--- src/rtl/sfp_pkg.sv ---
`timescale 1ns / 1ps
// ----------------------------------------------------------------------------
// sfp_pkg
// Shared constants and the result word type of the scan frame parser.
// ----------------------------------------------------------------------------
package sfp_pkg;

  // Default largest frame (header and payload, checksum not counted), in bytes
  localparam int unsigned MAX_FRAME_DEF = 1024;

  localparam logic [7:0] SYNC_BYTE    = 8'hFF;
  localparam int unsigned HEADER_BYTES = 5;
  localparam int unsigned STATUS_BYTES = 5;

  // Stored status after reset
  localparam logic [15:0] SAMPLES_RST = 16'd200;
  localparam logic [15:0] PERIOD_RST  = 16'd250;
  localparam logic [7:0]  FLAGS_RST   = 8'd0;

  // Frame type codes
  localparam logic [7:0] TYPE_RANGE  = 8'd0;
  localparam logic [7:0] TYPE_STATUS = 8'd1;

  // Result kinds
  localparam logic KIND_SAMPLE = 1'b0;
  localparam logic KIND_END    = 1'b1;

  // End status codes
  localparam logic [1:0] ST_GOOD     = 2'd0;
  localparam logic [1:0] ST_BAD_SUM  = 2'd1;
  localparam logic [1:0] ST_TOO_LONG = 2'd2;

  typedef struct packed {
    logic        result_kind;
    logic [8:0]  sample_index;
    logic [15:0] range_mm;
    logic [7:0]  frame_type;
    logic [1:0]  frame_status;
    logic [15:0] frame_length;
    logic        status_updated;
    logic [15:0] scan_samples;
    logic [15:0] scan_period_ms;
    logic [7:0]  status_flags;
  } result_t;

endpackage

--- src/rtl/sfp_ifs.sv ---
`timescale 1ns / 1ps
// ----------------------------------------------------------------------------
// sfp_ifs
// Byte input channel and result channel, valid/ready handshake.
// ----------------------------------------------------------------------------
interface sfp_byte_if;
  logic       valid;
  logic       ready;
  logic [7:0] rx_byte;

  modport source (output valid, output rx_byte, input ready);
  modport sink   (input valid, input rx_byte, output ready);
endinterface

interface sfp_result_if;
  logic        valid;
  logic        ready;
  logic        result_kind;
  logic [8:0]  sample_index;
  logic [15:0] range_mm;
  logic [7:0]  frame_type;
  logic [1:0]  frame_status;
  logic [15:0] frame_length;
  logic        status_updated;
  logic [15:0] scan_samples;
  logic [15:0] scan_period_ms;
  logic [7:0]  status_flags;

  modport source (output valid, input ready, output result_kind, output sample_index,
                  output range_mm, output frame_type, output frame_status,
                  output frame_length, output status_updated, output scan_samples,
                  output scan_period_ms, output status_flags);
  modport sink   (input valid, output ready, input result_kind, input sample_index,
                  input range_mm, input frame_type, input frame_status,
                  input frame_length, input status_updated, input scan_samples,
                  input scan_period_ms, input status_flags);
endinterface

--- src/rtl/sfp_in_reg.sv ---
`timescale 1ns / 1ps
// ----------------------------------------------------------------------------
// sfp_in_reg
// Input register: holds one received word until the parser takes it.
// ----------------------------------------------------------------------------
module sfp_in_reg (
  input  logic       clk,
  input  logic       rst_n,
  sfp_byte_if.sink   in_bus,
  input  logic       advance,
  output logic       byte_valid,
  output logic [7:0] byte_data
);

  logic       valid_r, valid_nxt;
  logic [7:0] data_r;
  logic       load;

  // Take a new word when empty or when the held word moves on
  assign in_bus.ready = !valid_r || advance;
  assign load         = in_bus.valid && in_bus.ready;
  assign valid_nxt    = in_bus.ready ? in_bus.valid : valid_r;

  always_ff @(posedge clk) begin
    if (!rst_n) begin
      valid_r <= 1'b0;
    end else begin
      valid_r <= valid_nxt;
    end
  end

  always_ff @(posedge clk) begin
    if (load) begin
      data_r <= in_bus.rx_byte;
    end
  end

  assign byte_valid = valid_r;
  assign byte_data  = data_r;

endmodule

--- src/rtl/sfp_parser.sv ---
`timescale 1ns / 1ps
// ----------------------------------------------------------------------------
// sfp_parser
// Frame state machine: sync hunt, header, payload, checksum; emits range
// samples and frame end words, and keeps the committed scanner status.
// ----------------------------------------------------------------------------
module sfp_parser #(
  parameter int unsigned MAX_FRAME = sfp_pkg::MAX_FRAME_DEF
) (
  input  logic             clk,
  input  logic             rst_n,
  input  logic             step,
  input  logic [7:0]       rx_byte,
  output logic             emit,
  output sfp_pkg::result_t res
);
  import sfp_pkg::*;

  localparam int unsigned PCW = $clog2(MAX_FRAME);

  localparam logic [2:0] PH_HUNT    = 3'd0;
  localparam logic [2:0] PH_SYNC2   = 3'd1;
  localparam logic [2:0] PH_TYPE    = 3'd2;
  localparam logic [2:0] PH_LEN_HI  = 3'd3;
  localparam logic [2:0] PH_LEN_LO  = 3'd4;
  localparam logic [2:0] PH_PAYLOAD = 3'd5;
  localparam logic [2:0] PH_CHECK   = 3'd6;

  logic [2:0]     phase_r, phase_nxt;
  logic [7:0]     type_r, type_nxt;
  logic [15:0]    len_r, len_nxt;
  logic [PCW-1:0] count_r, count_nxt;
  logic [7:0]     sum_r, sum_nxt;
  logic [7:0]     low_r, low_nxt;
  logic [39:0]    pend_r, pend_nxt;
  logic [15:0]    samples_r, samples_nxt;
  logic [15:0]    period_r, period_nxt;
  logic [7:0]     flags_r, flags_nxt;

  logic [7:0]     sum_add;
  logic [15:0]    len_full;
  logic [PCW-1:0] count_inc;
  logic [16:0]    pos_x;
  logic           too_long;
  logic           overrun;
  logic           good;

  logic           emit_c;
  logic           kind_c;
  logic [8:0]     index_c;
  logic [15:0]    range_c;
  logic [1:0]     status_c;
  logic           updated_c;

  assign sum_add   = sum_r + rx_byte;
  assign len_full  = {len_r[15:8], rx_byte};
  assign count_inc = count_r + 1'b1;
  assign pos_x     = 17'(count_r);
  assign too_long  = {1'b0, len_full} >= 17'(MAX_FRAME);
  assign overrun   = (pos_x + 17'(HEADER_BYTES)) >= 17'(MAX_FRAME);
  assign good      = (rx_byte == ~sum_r);

  // One parser step per word
  always_comb begin
    phase_nxt   = phase_r;
    type_nxt    = type_r;
    len_nxt     = len_r;
    count_nxt   = count_r;
    sum_nxt     = sum_r;
    low_nxt     = low_r;
    pend_nxt    = pend_r;
    samples_nxt = samples_r;
    period_nxt  = period_r;
    flags_nxt   = flags_r;
    emit_c      = 1'b0;
    kind_c      = KIND_END;
    index_c     = 9'd0;
    range_c     = 16'd0;
    status_c    = ST_GOOD;
    updated_c   = 1'b0;

    unique case (phase_r)
      PH_HUNT: begin
        if (rx_byte == SYNC_BYTE) begin
          sum_nxt   = rx_byte;
          phase_nxt = PH_SYNC2;
        end
      end
      PH_SYNC2: begin
        if (rx_byte == SYNC_BYTE) begin
          sum_nxt   = sum_add;
          phase_nxt = PH_TYPE;
        end else begin
          phase_nxt = PH_HUNT;
        end
      end
      PH_TYPE: begin
        sum_nxt   = sum_add;
        type_nxt  = rx_byte;
        phase_nxt = PH_LEN_HI;
      end
      PH_LEN_HI: begin
        sum_nxt   = sum_add;
        len_nxt   = {rx_byte, 8'h00};
        phase_nxt = PH_LEN_LO;
      end
      PH_LEN_LO: begin
        sum_nxt   = sum_add;
        len_nxt   = len_full;
        count_nxt = '0;
        pend_nxt  = '0;
        low_nxt   = 8'd0;
        if (too_long) begin
          phase_nxt = PH_HUNT;
          emit_c    = 1'b1;
          status_c  = ST_TOO_LONG;
        end else begin
          phase_nxt = (len_full != 16'd0) ? PH_PAYLOAD : PH_CHECK;
        end
      end
      PH_PAYLOAD: begin
        if (overrun) begin
          // byte would lie beyond the largest frame (MAX_FRAME bytes)
          phase_nxt = PH_HUNT;
          emit_c    = 1'b1;
          status_c  = ST_TOO_LONG;
        end else begin
          sum_nxt   = sum_add;
          count_nxt = count_inc;
          if (17'(count_inc) >= {1'b0, len_r}) begin
            phase_nxt = PH_CHECK;
          end
          if (type_r == TYPE_RANGE) begin
            if (!count_r[0]) begin
              low_nxt = rx_byte;
            end else begin
              emit_c  = 1'b1;
              kind_c  = KIND_SAMPLE;
              index_c = pos_x[9:1];
              range_c = {rx_byte, low_r};
            end
          end else if (type_r == TYPE_STATUS && pos_x < 17'(STATUS_BYTES)) begin
            pend_nxt[{count_r[2:0], 3'b000} +: 8] = rx_byte;
          end
        end
      end
      PH_CHECK: begin
        phase_nxt = PH_HUNT;
        emit_c    = 1'b1;
        status_c  = good ? ST_GOOD : ST_BAD_SUM;
        if (good && type_r == TYPE_STATUS) begin
          samples_nxt = pend_r[15:0];
          period_nxt  = pend_r[31:16];
          flags_nxt   = pend_r[39:32];
          updated_c   = 1'b1;
        end
      end
      default: begin
        phase_nxt = PH_HUNT;
      end
    endcase
  end

  // Result word carries the values after this step
  always_comb begin
    res.result_kind    = kind_c;
    res.sample_index   = index_c;
    res.range_mm       = range_c;
    res.frame_type     = type_nxt;
    res.frame_status   = status_c;
    res.frame_length   = len_nxt;
    res.status_updated = updated_c;
    res.scan_samples   = samples_nxt;
    res.scan_period_ms = period_nxt;
    res.status_flags   = flags_nxt;
  end

  assign emit = step && emit_c;

  // State update, only when a word is taken
  always_ff @(posedge clk) begin
    if (!rst_n) begin
      phase_r   <= PH_HUNT;
      type_r    <= 8'd0;
      len_r     <= 16'd0;
      count_r   <= '0;
      sum_r     <= 8'd0;
      low_r     <= 8'd0;
      pend_r    <= '0;
      samples_r <= SAMPLES_RST;
      period_r  <= PERIOD_RST;
      flags_r   <= FLAGS_RST;
    end else if (step) begin
      phase_r   <= phase_nxt;
      type_r    <= type_nxt;
      len_r     <= len_nxt;
      count_r   <= count_nxt;
      sum_r     <= sum_nxt;
      low_r     <= low_nxt;
      pend_r    <= pend_nxt;
      samples_r <= samples_nxt;
      period_r  <= period_nxt;
      flags_r   <= flags_nxt;
    end
  end

endmodule

--- src/rtl/sfp_out_reg.sv ---
`timescale 1ns / 1ps
// ----------------------------------------------------------------------------
// sfp_out_reg
// Result register: holds one result word until the sink takes it.
// ----------------------------------------------------------------------------
module sfp_out_reg (
  input  logic             clk,
  input  logic             rst_n,
  input  logic             emit,
  input  sfp_pkg::result_t res,
  output logic             advance,
  sfp_result_if.source     out_bus
);
  import sfp_pkg::*;

  logic    valid_r, valid_nxt;
  result_t data_r;

  // Register is free when empty or being drained this cycle
  assign advance   = !valid_r || out_bus.ready;
  assign valid_nxt = advance ? emit : valid_r;

  always_ff @(posedge clk) begin
    if (!rst_n) begin
      valid_r <= 1'b0;
    end else begin
      valid_r <= valid_nxt;
    end
  end

  always_ff @(posedge clk) begin
    if (advance && emit) begin
      data_r <= res;
    end
  end

  assign out_bus.valid          = valid_r;
  assign out_bus.result_kind    = data_r.result_kind;
  assign out_bus.sample_index   = data_r.sample_index;
  assign out_bus.range_mm       = data_r.range_mm;
  assign out_bus.frame_type     = data_r.frame_type;
  assign out_bus.frame_status   = data_r.frame_status;
  assign out_bus.frame_length   = data_r.frame_length;
  assign out_bus.status_updated = data_r.status_updated;
  assign out_bus.scan_samples   = data_r.scan_samples;
  assign out_bus.scan_period_ms = data_r.scan_period_ms;
  assign out_bus.status_flags   = data_r.status_flags;

endmodule

--- src/rtl/scan_frame_parser_unit.sv ---
`timescale 1ns / 1ps
// A word is held in the input register, then its result in the result register.
// Throughput: one word per cycle; the single parser step between the input
// register and the result register sets this, and stalls only follow out_bus.ready.
// Reset (rst_n low, synchronous): parser hunts for sync, both registers empty,
// stored status returns to 200 samples per scan, 250 ms period, flags 0.
// ----------------------------------------------------------------------------
// scan_frame_parser_unit
// Parses FF FF / type / length / payload / checksum frames from a byte stream.
// ----------------------------------------------------------------------------
module scan_frame_parser_unit #(
  parameter int unsigned MAX_FRAME = sfp_pkg::MAX_FRAME_DEF
) (
  input  logic         clk,
  input  logic         rst_n,
  sfp_byte_if.sink     in_bus,
  sfp_result_if.source out_bus
);
  import sfp_pkg::*;

  logic       advance;
  logic       byte_valid;
  logic [7:0] byte_data;
  logic       emit;
  result_t    res;

  // Input word register
  sfp_in_reg u_in (
    .clk        (clk),
    .rst_n      (rst_n),
    .in_bus     (in_bus),
    .advance    (advance),
    .byte_valid (byte_valid),
    .byte_data  (byte_data)
  );

  // Frame parser
  sfp_parser #(
    .MAX_FRAME (MAX_FRAME)
  ) u_parse (
    .clk     (clk),
    .rst_n   (rst_n),
    .step    (byte_valid && advance),
    .rx_byte (byte_data),
    .emit    (emit),
    .res     (res)
  );

  // Result word register
  sfp_out_reg u_out (
    .clk     (clk),
    .rst_n   (rst_n),
    .emit    (emit),
    .res     (res),
    .advance (advance),
    .out_bus (out_bus)
  );

endmodule
--- src/flat_wrapper.sv ---
// flat-port wrapper written by rule: the top's interface ports become plain ports
module scan_frame_parser_unit_flat import sfp_pkg::*;
#(
  parameter int unsigned MAX_FRAME = sfp_pkg::MAX_FRAME_DEF
)
  (clk, rst_n, in_bus_valid, in_bus_rx_byte, in_bus_ready, out_bus_valid, out_bus_ready, out_bus_result_kind, out_bus_sample_index, out_bus_range_mm, out_bus_frame_type, out_bus_frame_status, out_bus_frame_length, out_bus_status_updated, out_bus_scan_samples, out_bus_scan_period_ms, out_bus_status_flags);
  sfp_byte_if in_bus_i ();
  sfp_result_if out_bus_i ();
  input  logic clk;
  input  logic rst_n;
  input wire logic [$bits(in_bus_i.valid)-1:0] in_bus_valid;
  input wire logic [$bits(in_bus_i.rx_byte)-1:0] in_bus_rx_byte;
  output wire logic [$bits(in_bus_i.ready)-1:0] in_bus_ready;
  output wire logic [$bits(out_bus_i.valid)-1:0] out_bus_valid;
  input wire logic [$bits(out_bus_i.ready)-1:0] out_bus_ready;
  output wire logic [$bits(out_bus_i.result_kind)-1:0] out_bus_result_kind;
  output wire logic [$bits(out_bus_i.sample_index)-1:0] out_bus_sample_index;
  output wire logic [$bits(out_bus_i.range_mm)-1:0] out_bus_range_mm;
  output wire logic [$bits(out_bus_i.frame_type)-1:0] out_bus_frame_type;
  output wire logic [$bits(out_bus_i.frame_status)-1:0] out_bus_frame_status;
  output wire logic [$bits(out_bus_i.frame_length)-1:0] out_bus_frame_length;
  output wire logic [$bits(out_bus_i.status_updated)-1:0] out_bus_status_updated;
  output wire logic [$bits(out_bus_i.scan_samples)-1:0] out_bus_scan_samples;
  output wire logic [$bits(out_bus_i.scan_period_ms)-1:0] out_bus_scan_period_ms;
  output wire logic [$bits(out_bus_i.status_flags)-1:0] out_bus_status_flags;
  assign in_bus_i.valid = in_bus_valid;
  assign in_bus_i.rx_byte = in_bus_rx_byte;
  assign in_bus_ready = in_bus_i.ready;
  assign out_bus_valid = out_bus_i.valid;
  assign out_bus_i.ready = out_bus_ready;
  assign out_bus_result_kind = out_bus_i.result_kind;
  assign out_bus_sample_index = out_bus_i.sample_index;
  assign out_bus_range_mm = out_bus_i.range_mm;
  assign out_bus_frame_type = out_bus_i.frame_type;
  assign out_bus_frame_status = out_bus_i.frame_status;
  assign out_bus_frame_length = out_bus_i.frame_length;
  assign out_bus_status_updated = out_bus_i.status_updated;
  assign out_bus_scan_samples = out_bus_i.scan_samples;
  assign out_bus_scan_period_ms = out_bus_i.scan_period_ms;
  assign out_bus_status_flags = out_bus_i.status_flags;
  scan_frame_parser_unit #(.MAX_FRAME(MAX_FRAME)) u_core (.clk(clk), .rst_n(rst_n), .in_bus(in_bus_i), .out_bus(out_bus_i));
endmodule
--- config.mk ---
export PLATFORM = sky130hd
export DESIGN_NAME = scan_frame_parser_unit_flat
export DESIGN_NICKNAME = d
export VERILOG_FILES = /design/src/rtl/sfp_pkg.sv /design/src/rtl/sfp_ifs.sv /design/src/rtl/sfp_in_reg.sv /design/src/rtl/sfp_parser.sv /design/src/rtl/sfp_out_reg.sv /design/src/rtl/scan_frame_parser_unit.sv /design/src/flat_wrapper.sv
export SDC_FILE = /design/constraint.sdc
export NUM_CORES = 1
export LEC_CHECK = 0
export BUFFER_PORTS_ARGS = -buffer_cell sky130_fd_sc_hd__buf_4
export CORE_MARGIN = 5
export CORE_UTILIZATION = 35
export DETAILED_ROUTE_END_ITERATION = 12
export HOLD_SLACK_MARGIN = 0.03
export PLACE_DENSITY = 0.51
export RECOVER_POWER = 50
export SETUP_SLACK_MARGIN = 0.15
export SLEW_MARGIN = 20
export SYNTH_ARGS = -nofsm -noshare
export SYNTH_HDL_FRONTEND = slang
export SYNTH_SLANG_ARGS = --single-unit
--- constraint.sdc ---
create_clock -name clk -period 9.45 [get_ports clk]
set_input_delay 1.4175 -clock clk [delete_from_list [all_inputs] [get_ports clk]]
set_output_delay 1.4175 -clock clk [all_outputs]
set_load 0.02 [all_outputs]
-- Word-level counts from Yosys, hierarchy flattened
Index checks and enable logic that the tools add are counted.
- memories: 0
- bits in read-only memories: 0
- input port bits: 12
- bits in writable memories: 0
- register bits after elaboration: 236
- output and inout bits: 95
- bits in latches: 0
- word-level logic and storage cells: 118
- reduce and logical (&&, ||, !) cells: 23
- shifts and indexed selects: 2
- add/sub/neg operators: 4
- mux-type cells: 41
- multipliers: 0
- order comparisons: 4
- div/mod/pow operators: 0
- bitwise logic cells: 4
- equality and inequality tests: 17
- operators by type and width (operator ; count):
    $mux 40 ; 3
    $pmux 40 s2 ; 1
    $mux 8 ; 9
    $mux 16 ; 4
    $bwmux 40 ; 1
    $shift 8x8->40 const A ; 1
    $shiftx 8x8->40 ; 1
    $pmux 16 s2 ; 1
    $pmux 8 s4 ; 1
    $pmux 10 s2 ; 1
    $pmux 3 s6 ; 1
    $ge 10x16->1 ; 1
    $ge 16x11->1 const B ; 1
    $pmux 8 s2 ; 1
    $reduce_bool 16->1 ; 1
    $reduce_and 5->1 ; 3
    $ne 2x2->1 const B ; 7
    $mux 3 ; 4
    $add 10x3->11 const B ; 1
    $ge 11x11->1 const B ; 1
    $add 10x1->10 const B ; 1
    $lt 10x3->1 const B ; 1
    $mux 10 ; 1
    $eq 3x3->1 const B ; 3
    other kinds (24) ; 45

-- Depth between registers and ports, before layout
Gate-level depths: netlist of run 1.
- depth in word-level cells: 7
- gate-level depth with buffers: 12
- depth with buffers taken out: 11

-- By module
Synthesis of run 1 repeated with hierarchy kept, for this count alone.
- cells, all modules: 897
- area total of the unflattened synthesis: 9965.8 µm²
- by module, submodules not included (module ; instances ; cells an instance ; area each (µm²) ; seq. area each (µm²)):
    sfp_parser ; 1 ; 785 ; 6811.5 ; 2662.6
    sfp_out_reg ; 1 ; 98 ; 2850.2 ; 2812.7
    sfp_in_reg ; 1 ; 13 ; 297.8 ; 260.2
    scan_frame_parser_unit ; 1 ; 1 ; 6.3 ; 0.0

-- Least setup slack after synthesis of run 1
Ideal clock, no wire load.
- path kind: in2reg
- start point: input out_bus_ready
- end point: register u_core.u_out.data_r (netlist bit u_core.u_out.out_bus.frame_length[0]) (enable)
- required time: 8987 ps
- library setup time: 463 ps
- cell stages on the path: 5
- arrival time: 4343 ps
- path slack: 4645 ps
- buffers on the path: 2
- path through: nor2b_1 > nor2b_1 > clkbuf_1 > buf_1 > and3_1
- word-level cells in the longest chain between the ends: 4
- RTL lines (what ; line ; source):
    start, declared ; flat_wrapper.sv:15 ; input wire logic [$bits(out_bus_i.ready)-1:0] out_bus_ready;
    $logic_or 1x1->1 * ; sfp_out_reg.sv:20 ; assign advance = !valid_r || out_bus.ready;
    $logic_and 1x1->1 ; scan_frame_parser_unit.sv:43 ; .step (byte_valid && advance),
    $logic_and 1x1->1 ; sfp_parser.sv:178 ; assign emit = step && emit_c;
    $logic_and 1x1->1 * ; sfp_out_reg.sv:32 ; if (advance && emit) begin
    end signal, assigned ; sfp_out_reg.sv:33 ; data_r <= res;
    end, declared ; sfp_out_reg.sv:17 ; result_t data_r;
Every way passes the cells marked *; elsewhere a longest branch is shown, timed or not.
A chain may end at the register's enable or synchronous reset.

-- Final worst setup path of run 1
- start point: input rst_n
- end point: register u_core.u_parse.len_r[10]
- RTL lines (what ; line ; source):
    start, declared ; flat_wrapper.sv:10 ; input logic rst_n;
    end signal, assigned ; sfp_parser.sv:196 ; len_r <= len_nxt;
    end, declared ; sfp_parser.sv:31 ; logic [15:0] len_r, len_nxt;
No word-level cell between the ends.

==> results of run 1 <==
==> sequential cells by signal, summed over array words and instances, names as in the netlist, 2 cells and up <==
signal                               count
u_core.u_parse.period_r                 16
u_core.u_parse.samples_r                16
u_core.u_out.out_bus.scan_samples       16
u_core.u_parse.flags_r                   8
u_core.u_parse.low_r                     8
u_core.u_parse.pend_r                   40
u_core.u_parse.sum_r                     8
u_core.u_out.out_bus.sample_index        9
u_core.u_parse.type_r                    8
u_core.u_parse.count_r                  10
u_core.u_parse.phase_r                   3
u_core.u_out.out_bus.scan_period_ms     16
u_core.u_out.out_bus.frame_length       16
u_core.u_in.byte_data                    8
u_core.u_out.out_bus.range_mm           16
u_core.u_out.out_bus.frame_type          8
u_core.u_out.out_bus.frame_status        2
u_core.u_out.out_bus.status_flags        8
u_core.u_parse.len_r                    16
==> area by class of cell <==
cell class | instances | area [um2] | share of cell area
clock buffers | 35 | 756 | 0.0659
flip-flops and latches | 236 | 5740 | 0.500
clock inverters | 15 | 195 | 0.0170
inverters | 24 | 91.3 | 0.00797
well taps | 378 | 473 | 0.0413
repair buffers | 116 | 503 | 0.0439
multi-input cells | 577 | 3710 | 0.324
==> final timing paths <==
check / startpoint / end / slack (ns)
worst min-delay path: u_core.u_parse.low_r[6]$_SDFFE_PN0P_ / u_core.u_parse.low_r[6]$_SDFFE_PN0P_ / 0.44
worst min register to register: u_core.u_parse.low_r[6]$_SDFFE_PN0P_ / u_core.u_parse.low_r[6]$_SDFFE_PN0P_ / 0.44
worst max-delay path: rst_n / u_core.u_parse.len_r[10]$_SDFFE_PN0P_ / 4.45
worst max register to register: u_core.u_in.byte_data[2]$_DFFE_PP_ / u_core.u_parse.samples_r[1]$_SDFFE_PN0P_ / 5.73
==> synthesized netlist by cell type (all sizes together) (6+ instances only) <==
cell type | instances | area, um2
a211oi | 9 | 67.6
a21oi | 70 | 350
a22o | 48 | 420
and2 | 23 | 144
buf | 6 | 25.0
clkbuf | 49 | 184
dfxtp | 135 | 2700
edfxtp | 101 | 3030
ha | 20 | 250
inv | 23 | 86.3
mux2 | 55 | 619
nand2 | 136 | 510
nand2b | 7 | 43.8
nand3 | 26 | 130
nand4 | 7 | 43.8
nor2 | 56 | 210
nor3 | 19 | 105
o21ai | 16 | 95.1
or4 | 9 | 82.6
xnor2 | 8 | 70.1
==> worst min-delay path, cell delays in order (launching register included) <==
cell	delay [ns]
dfxtp_1	0.30
nand2_1	0.05
a21oi_1	0.05
==> stage by stage <==
step | cell area, um2 | power [uW] | util
6_report | 11500 | 2270 | 0.415
5_1_grt | 11500 | 2350 | 0.415
4_1_cts | 11800 | 2300 | 0.429
3_5_place_dp | 10900 | 1200 | 0.394
3_3_place_gp | 10900 | 1200 | 0.394
2_1_floorplan | 9740 | 1160 | -
==> cell families (layout without fill, tap and decap cells) <==
kind of cell | Yosys count | after routing | synth area share
adder cells (fa/ha/maj) | 21 | 21 | 0.0278
AND/OR/NAND/NOR | 305 | 305 | 0.147
buffers and inverters | 79 | 190 | 0.0307
AO/OA/AOI/OAI | 178 | 178 | 0.125
multiplexers | 60 | 60 | 0.0687
flip-flops | 236 | 236 | 0.589
XOR/XNOR | 13 | 13 | 0.0117
==> where the power goes <==
group	internal, uW	switching (uW)
clock network	675	417
logic	26.7	59.0
registers	1070	19.1
total	1770	495
==> metal layers <==
metal	part of all wire	vias to the layer above
met5	0	-
met4	0.013	0
met3	0.042	30
met2	0.45	145
met1	0.49	3237
li1	-	3404
==> qor.csv, run 1 <==
metric,value,unit
status,finished with violations,
failing checks,"max-capacitance violations, max-slew violations",
grt total ovfl,0,
Vias,6816,
Vert. Die Dim,177,um
Final Skew,0.0162,ns
H-tree depth,1,
Skew-Pair Late Insertion Delay,0.54,ns
hold buffer count at CTS,0,
largest net degree at the start of global routing,84,
DR iter-0 viols,385,
final setup margin,4.45,ns
Post-Syn Instances,892,
"Cell Chain, Critical Path",clkbuf_1 -> clkinvlp_2 -> clkbuf_1 -> nor3_1,
global-route wire length before repair,38300,um
fmax,200,MHz
synthesized area per cell,10.9,um2
gpl congestion,0.776,
Filler cells,2741,
R2R depth,8,
crit-path most repeated cell,clkbuf_1,
clock sinks,236,
post-synthesis register bit count,236,
CTS root buf,clkbuf_16,
Max VDD drop,0.000135,V
"Reg clk slew, reported paths",0.06,ns
hold path depth,2,
Post-Synthesis Net Count,925,
Slew headroom,-1.63,
most frequent cells in the layout,"nand2_1, dfxtp_1, clkbuf_1",
GRT Util Overall,0.153,
WP data arrival,5.24,ns
Layout Cells excl Fill,1381,
Cells after DPL,1331,
post-place setup slack,5.73,ns
Vias/cell,4.94,
Power Density,198,nW/um2
critical path launch point type,input port,
die area,31300,um2
Leakage Power,0.00401,uW
met2 usage,0.240,
Crit path buffers/inverters,3,
post-CTS setup buffers,0,
core area,27600,um2
WHS,0.445,ns
# setup viols final,0,
fin crit period,5.00,ns
NumNets Final,1015,
1st-pass router iterations,4,
Tcrit/Tclk final,0.529,
count of cell types in the netlist,58,
Async SR Flop Fraction,0,
I/O pin cnt,107,
final hold violation count,0,
port bufs,106,
layout cells sized above 1,0.119,
CP peak stage delay,2.78,ns
drc violations,0,
slowest CP cell,clkbuf_1,
number of flops mapped to enable cells by yosys,101,
cell area after synthesis,9740,um2
Max Cap Violations,2,
Crit Path Category,in -> reg,
Tightest Pin Transition,3.94,ns
worst path required time,9.69,ns
ys flop type,dfxtp_1,
"Max FO, Critical Path",78,
CTS buffer count,27,
Setup crit end kind,flip-flop,
M3 GR Usage,0.0252,
initial antenna violation count,0,
instance count on the critical path,4,
WL final,24600,um
number of cell rows,61,
area added between synthesis and finish,17.7,%
vias in the first global route,6535,
critical path's top delay family,buffers and inverters,
RSZ-0062 raised after global routing,no,
remaining antenna violation count,0,
Die Wd,177,um
TritonCTS clock tree,done,
Min-Delay Path Class,reg -> reg,
diodes inserted,0,
Initial Util,0.352,
WL/cell,17.8,um
# resized after CTS,0,
CTS Buffer Depth,3,
Final Max Slew Viols,114,
"Seq/Total Area, Yosys",0.589,
DP HPWL,15800,um
met1 Use GR,0.226,
Setup TNS,0,ns
yosys warns,0,
busiest grt layer,met2,
(Power assumes the default switching activity.)
==> run 2: changes to the inputs <==
==> constraint.sdc (replaced) <==
create_clock -name clk -period 5.1 [get_ports clk]
set_input_delay 0.765 -clock clk [delete_from_list [all_inputs] [get_ports clk]]
set_output_delay 0.765 -clock clk [all_outputs]
set_load 0.02 [all_outputs]
==> run 2 against run 1 <==
The run still ends with max-capacitance violations, max-slew violations left. Register-to-register slack worse by 4.4 ns. Critical path depth stayed put. Core utilization is 0.33 points lower. Sequential share of layout area is 0.40 points higher. Via count is 0.22% higher.
==> qor.csv, run 2 (same netlist as run 1, synthesis figures left out) <==
metric,value,unit,change
RSZ-0062 raised after global routing,no,,unchanged
"Reg clk slew, reported paths",0.06,ns,about the same
worst hold start,in_bus_rx_byte[7],,was u_core.u_parse.low_r[6]$_SDFFE_PN0P_
r2r setup slk,1.34,ns,was 5.73 ns
Hold Crit Endpoint,u_core.u_in.byte_data[7]$_DFFE_PP_,,was u_core.u_parse.low_r[6]$_SDFFE_PN0P_
Filler cells,2769,,was 2741
"commonest non-fill, non-tap cell in the layout",nand2_1,,
Logic pwr share,0.037,,was 0.038
sequential cell area,5740,um2,unchanged
Final Util,0.412,,was 0.415
hold path depth,1,,was 2
multi-input logic area,3700,um2,was 3710 um2
DP HPWL,16300,um,was 15800 um
WL/cell,18.0,um,was 17.8 um
Critical Path Start,rst_n,,unchanged
diodes inserted,0,,unchanged
global-route wire length before repair,38700,um,was 38300 um
WHS,0.443,ns,was 0.445 ns
launch point of the worst reg-to-reg path,u_core.u_in.byte_data[3]$_DFFE_PP_,,was u_core.u_in.byte_data[2]$_DFFE_PP_
fmax,239,MHz,
status,finished with violations,,unchanged
grt total ovfl,0,,unchanged
Slew headroom,-0.0194,,was -1.63
Vias,6831,,was 6816
Leakage Power,0.00395,uW,was 0.00401 uW
Min-Delay Path Class,in -> reg,,was reg -> reg
Flop pwr share,0.497,,was 0.481
Initial Util,0.352,,unchanged
# setup viols final,0,,unchanged
final hold violation count,0,,unchanged
Vert. Die Dim,177,um,unchanged
# resized after CTS,0,,unchanged
Setup crit end kind,flip-flop,,unchanged
Int Pwr,3200,uW,was 1770 uW
CTS Buffer Depth,3,,unchanged
Crit Path Category,in -> reg,,unchanged
failing checks,"max-capacitance violations, max-slew violations",,unchanged
gpl congestion,0.774,,was 0.776
CTS buffer count,26,,was 27
critical path launch point type,input port,,unchanged
Skew-Pair Late Insertion Delay,0.54,ns,about the same
reg2reg end,u_core.u_parse.period_r[7]$_SDFFE_PN1P_,,was u_core.u_parse.samples_r[1]$_SDFFE_PN0P_
NumNets Final,1012,,was 1015
most flop-heavy register,u_core.u_parse.pend_r,,unchanged
post-place setup slack,1.38,ns,was 5.73 ns
P_sw,878,uW,was 495 uW
post-CTS setup buffers,0,,unchanged
H-tree depth,1,,unchanged
R2R depth,9,,was 8
drc violations,0,,unchanged
max reg flops,40,,unchanged
die area,31300,um2,unchanged
Max Cap Violations,1,,was 2
Vias/cell,4.96,,was 4.94
remaining antenna violation count,0,,unchanged
Setup TNS,0,ns,unchanged
core area,27600,um2,unchanged
layout cells sized above 1,0.110,,was 0.119
port bufs,106,,unchanged
Final Max Slew Viols,41,,was 114
CTS root buf,clkbuf_16,,unchanged
Die Wd,177,um,unchanged
area added between synthesis and finish,16.8,%,was 17.7%
Max VDD drop,0.000196,V,was 0.000135 V
largest net degree at the start of global routing,54,,was 84
vias in the first global route,6736,,was 6535
number of cell rows,61,,unchanged
Tightest Pin Transition,1.52,ns,was 3.94 ns
"Max FO, Critical Path",40,,was 78
hold buffer count at CTS,0,,unchanged
I/O pin cnt,107,,unchanged
final setup margin,0.924,ns,was 4.45 ns
DR iter-0 viols,474,,was 385
most frequent cells in the layout,"nand2_1, dfxtp_1, clkbuf_1",,unchanged
worst path required time,5.57,ns,was 9.69 ns
GRT Util Overall,0.154,,was 0.153
part of the power in the clock network,0.466,,was 0.482
clock sinks,236,,unchanged
fin crit period,4.18,ns,
TritonCTS clock tree,done,,unchanged
Tcrit/Tclk final,0.819,,
WP data arrival,4.65,ns,was 5.24 ns
Sw Share,0.215,,was 0.218
1st-pass router iterations,4,,unchanged
initial antenna violation count,0,,unchanged
WL final,24700,um,was 24600 um
Power Density,358,nW/um2,was 198 nW/um2
Final Skew,0.0283,ns,was 0.0162 ns
run 2: changes by cell type in the layout (fill, tap and decap cells not counted), moves of 2 or more:
cell / before / now
and2_0: 13 / 18
clkbuf_1: 102 / 106
and2_1: 9 / 4
clkinv_2: 6 / 1
clkbuf_4: 9 / 7
clkinv_4: 2 / 0
run 2: worst max-delay path by stage:
| stage | to | slack (ns) | depth (start not counted) |
|---|---|---|---|
| floorplan | u_core.u_out.out_bus.frame_length[0]$_DFFE_PP_ | 0.94 | 6 |
| global placement | u_core.u_out.out_bus.sample_index[7]$_SDFFCE_PP0P_ | 1.37 | 7 |
| detailed placement | u_core.u_out.out_bus.range_mm[9]$_SDFFCE_PP0P_ | 1.38 | 7 |
| CTS | u_core.u_out.out_bus.frame_length[9]$_DFFE_PP_ | 1.36 | 7 |
| global route | u_core.u_parse.pend_r[2]$_SDFFE_PN0P_ | 0.62 | 4 |
| finish | u_core.u_parse.pend_r[2]$_SDFFE_PN0P_ | 0.92 | 4 |
run 2: stage by stage:
| step | cells | cell area [um2] | power (uW) |
|---|---|---|---|
| floorplan | 892 | 9740 | 2150 |
| global placement | 1329 | 10900 | 2230 |
| detailed placement | 1329 | 10900 | 2230 |
| CTS | 1376 | 11800 | 4140 |
| global route | 1376 | 11400 | 4230 |
| finish | 1376 | 11400 | 4080 |
run 2: cell type report:
cell class                 instances  area share
clock buffer                      40      0.0662
clock inverter                     7      0.0108
inverter                          24     0.00803
multi-input combinational        577       0.325
sequential                       236       0.504
tap                              378      0.0416
timing repair buffer             114      0.0440
run 2: power by group through the flow:
stage	Sequential, uW	Clock, uW	Combinational, uW
floorplan	2050	0	109
global placement	2060	0	161
detailed placement	2070	0	160
CTS	2030	1950	161
global route	2030	2040	166
finish	2020	1900	151
run 2: critical path, stage by stage:
cell and delay, ns:
clkbuf_1 0.90, clkinvlp_2 1.66, nor2_1 1.06, a22o_1 0.25
run 2: per-layer routing:
metal	up-vias	GRT usage	routed length [um]
met5	-	0	0
li1	3393	-	-
met1	3246	0.224	12100
met3	42	0.0284	1220
met2	150	0.240	10900
met4	0	0.0368	442
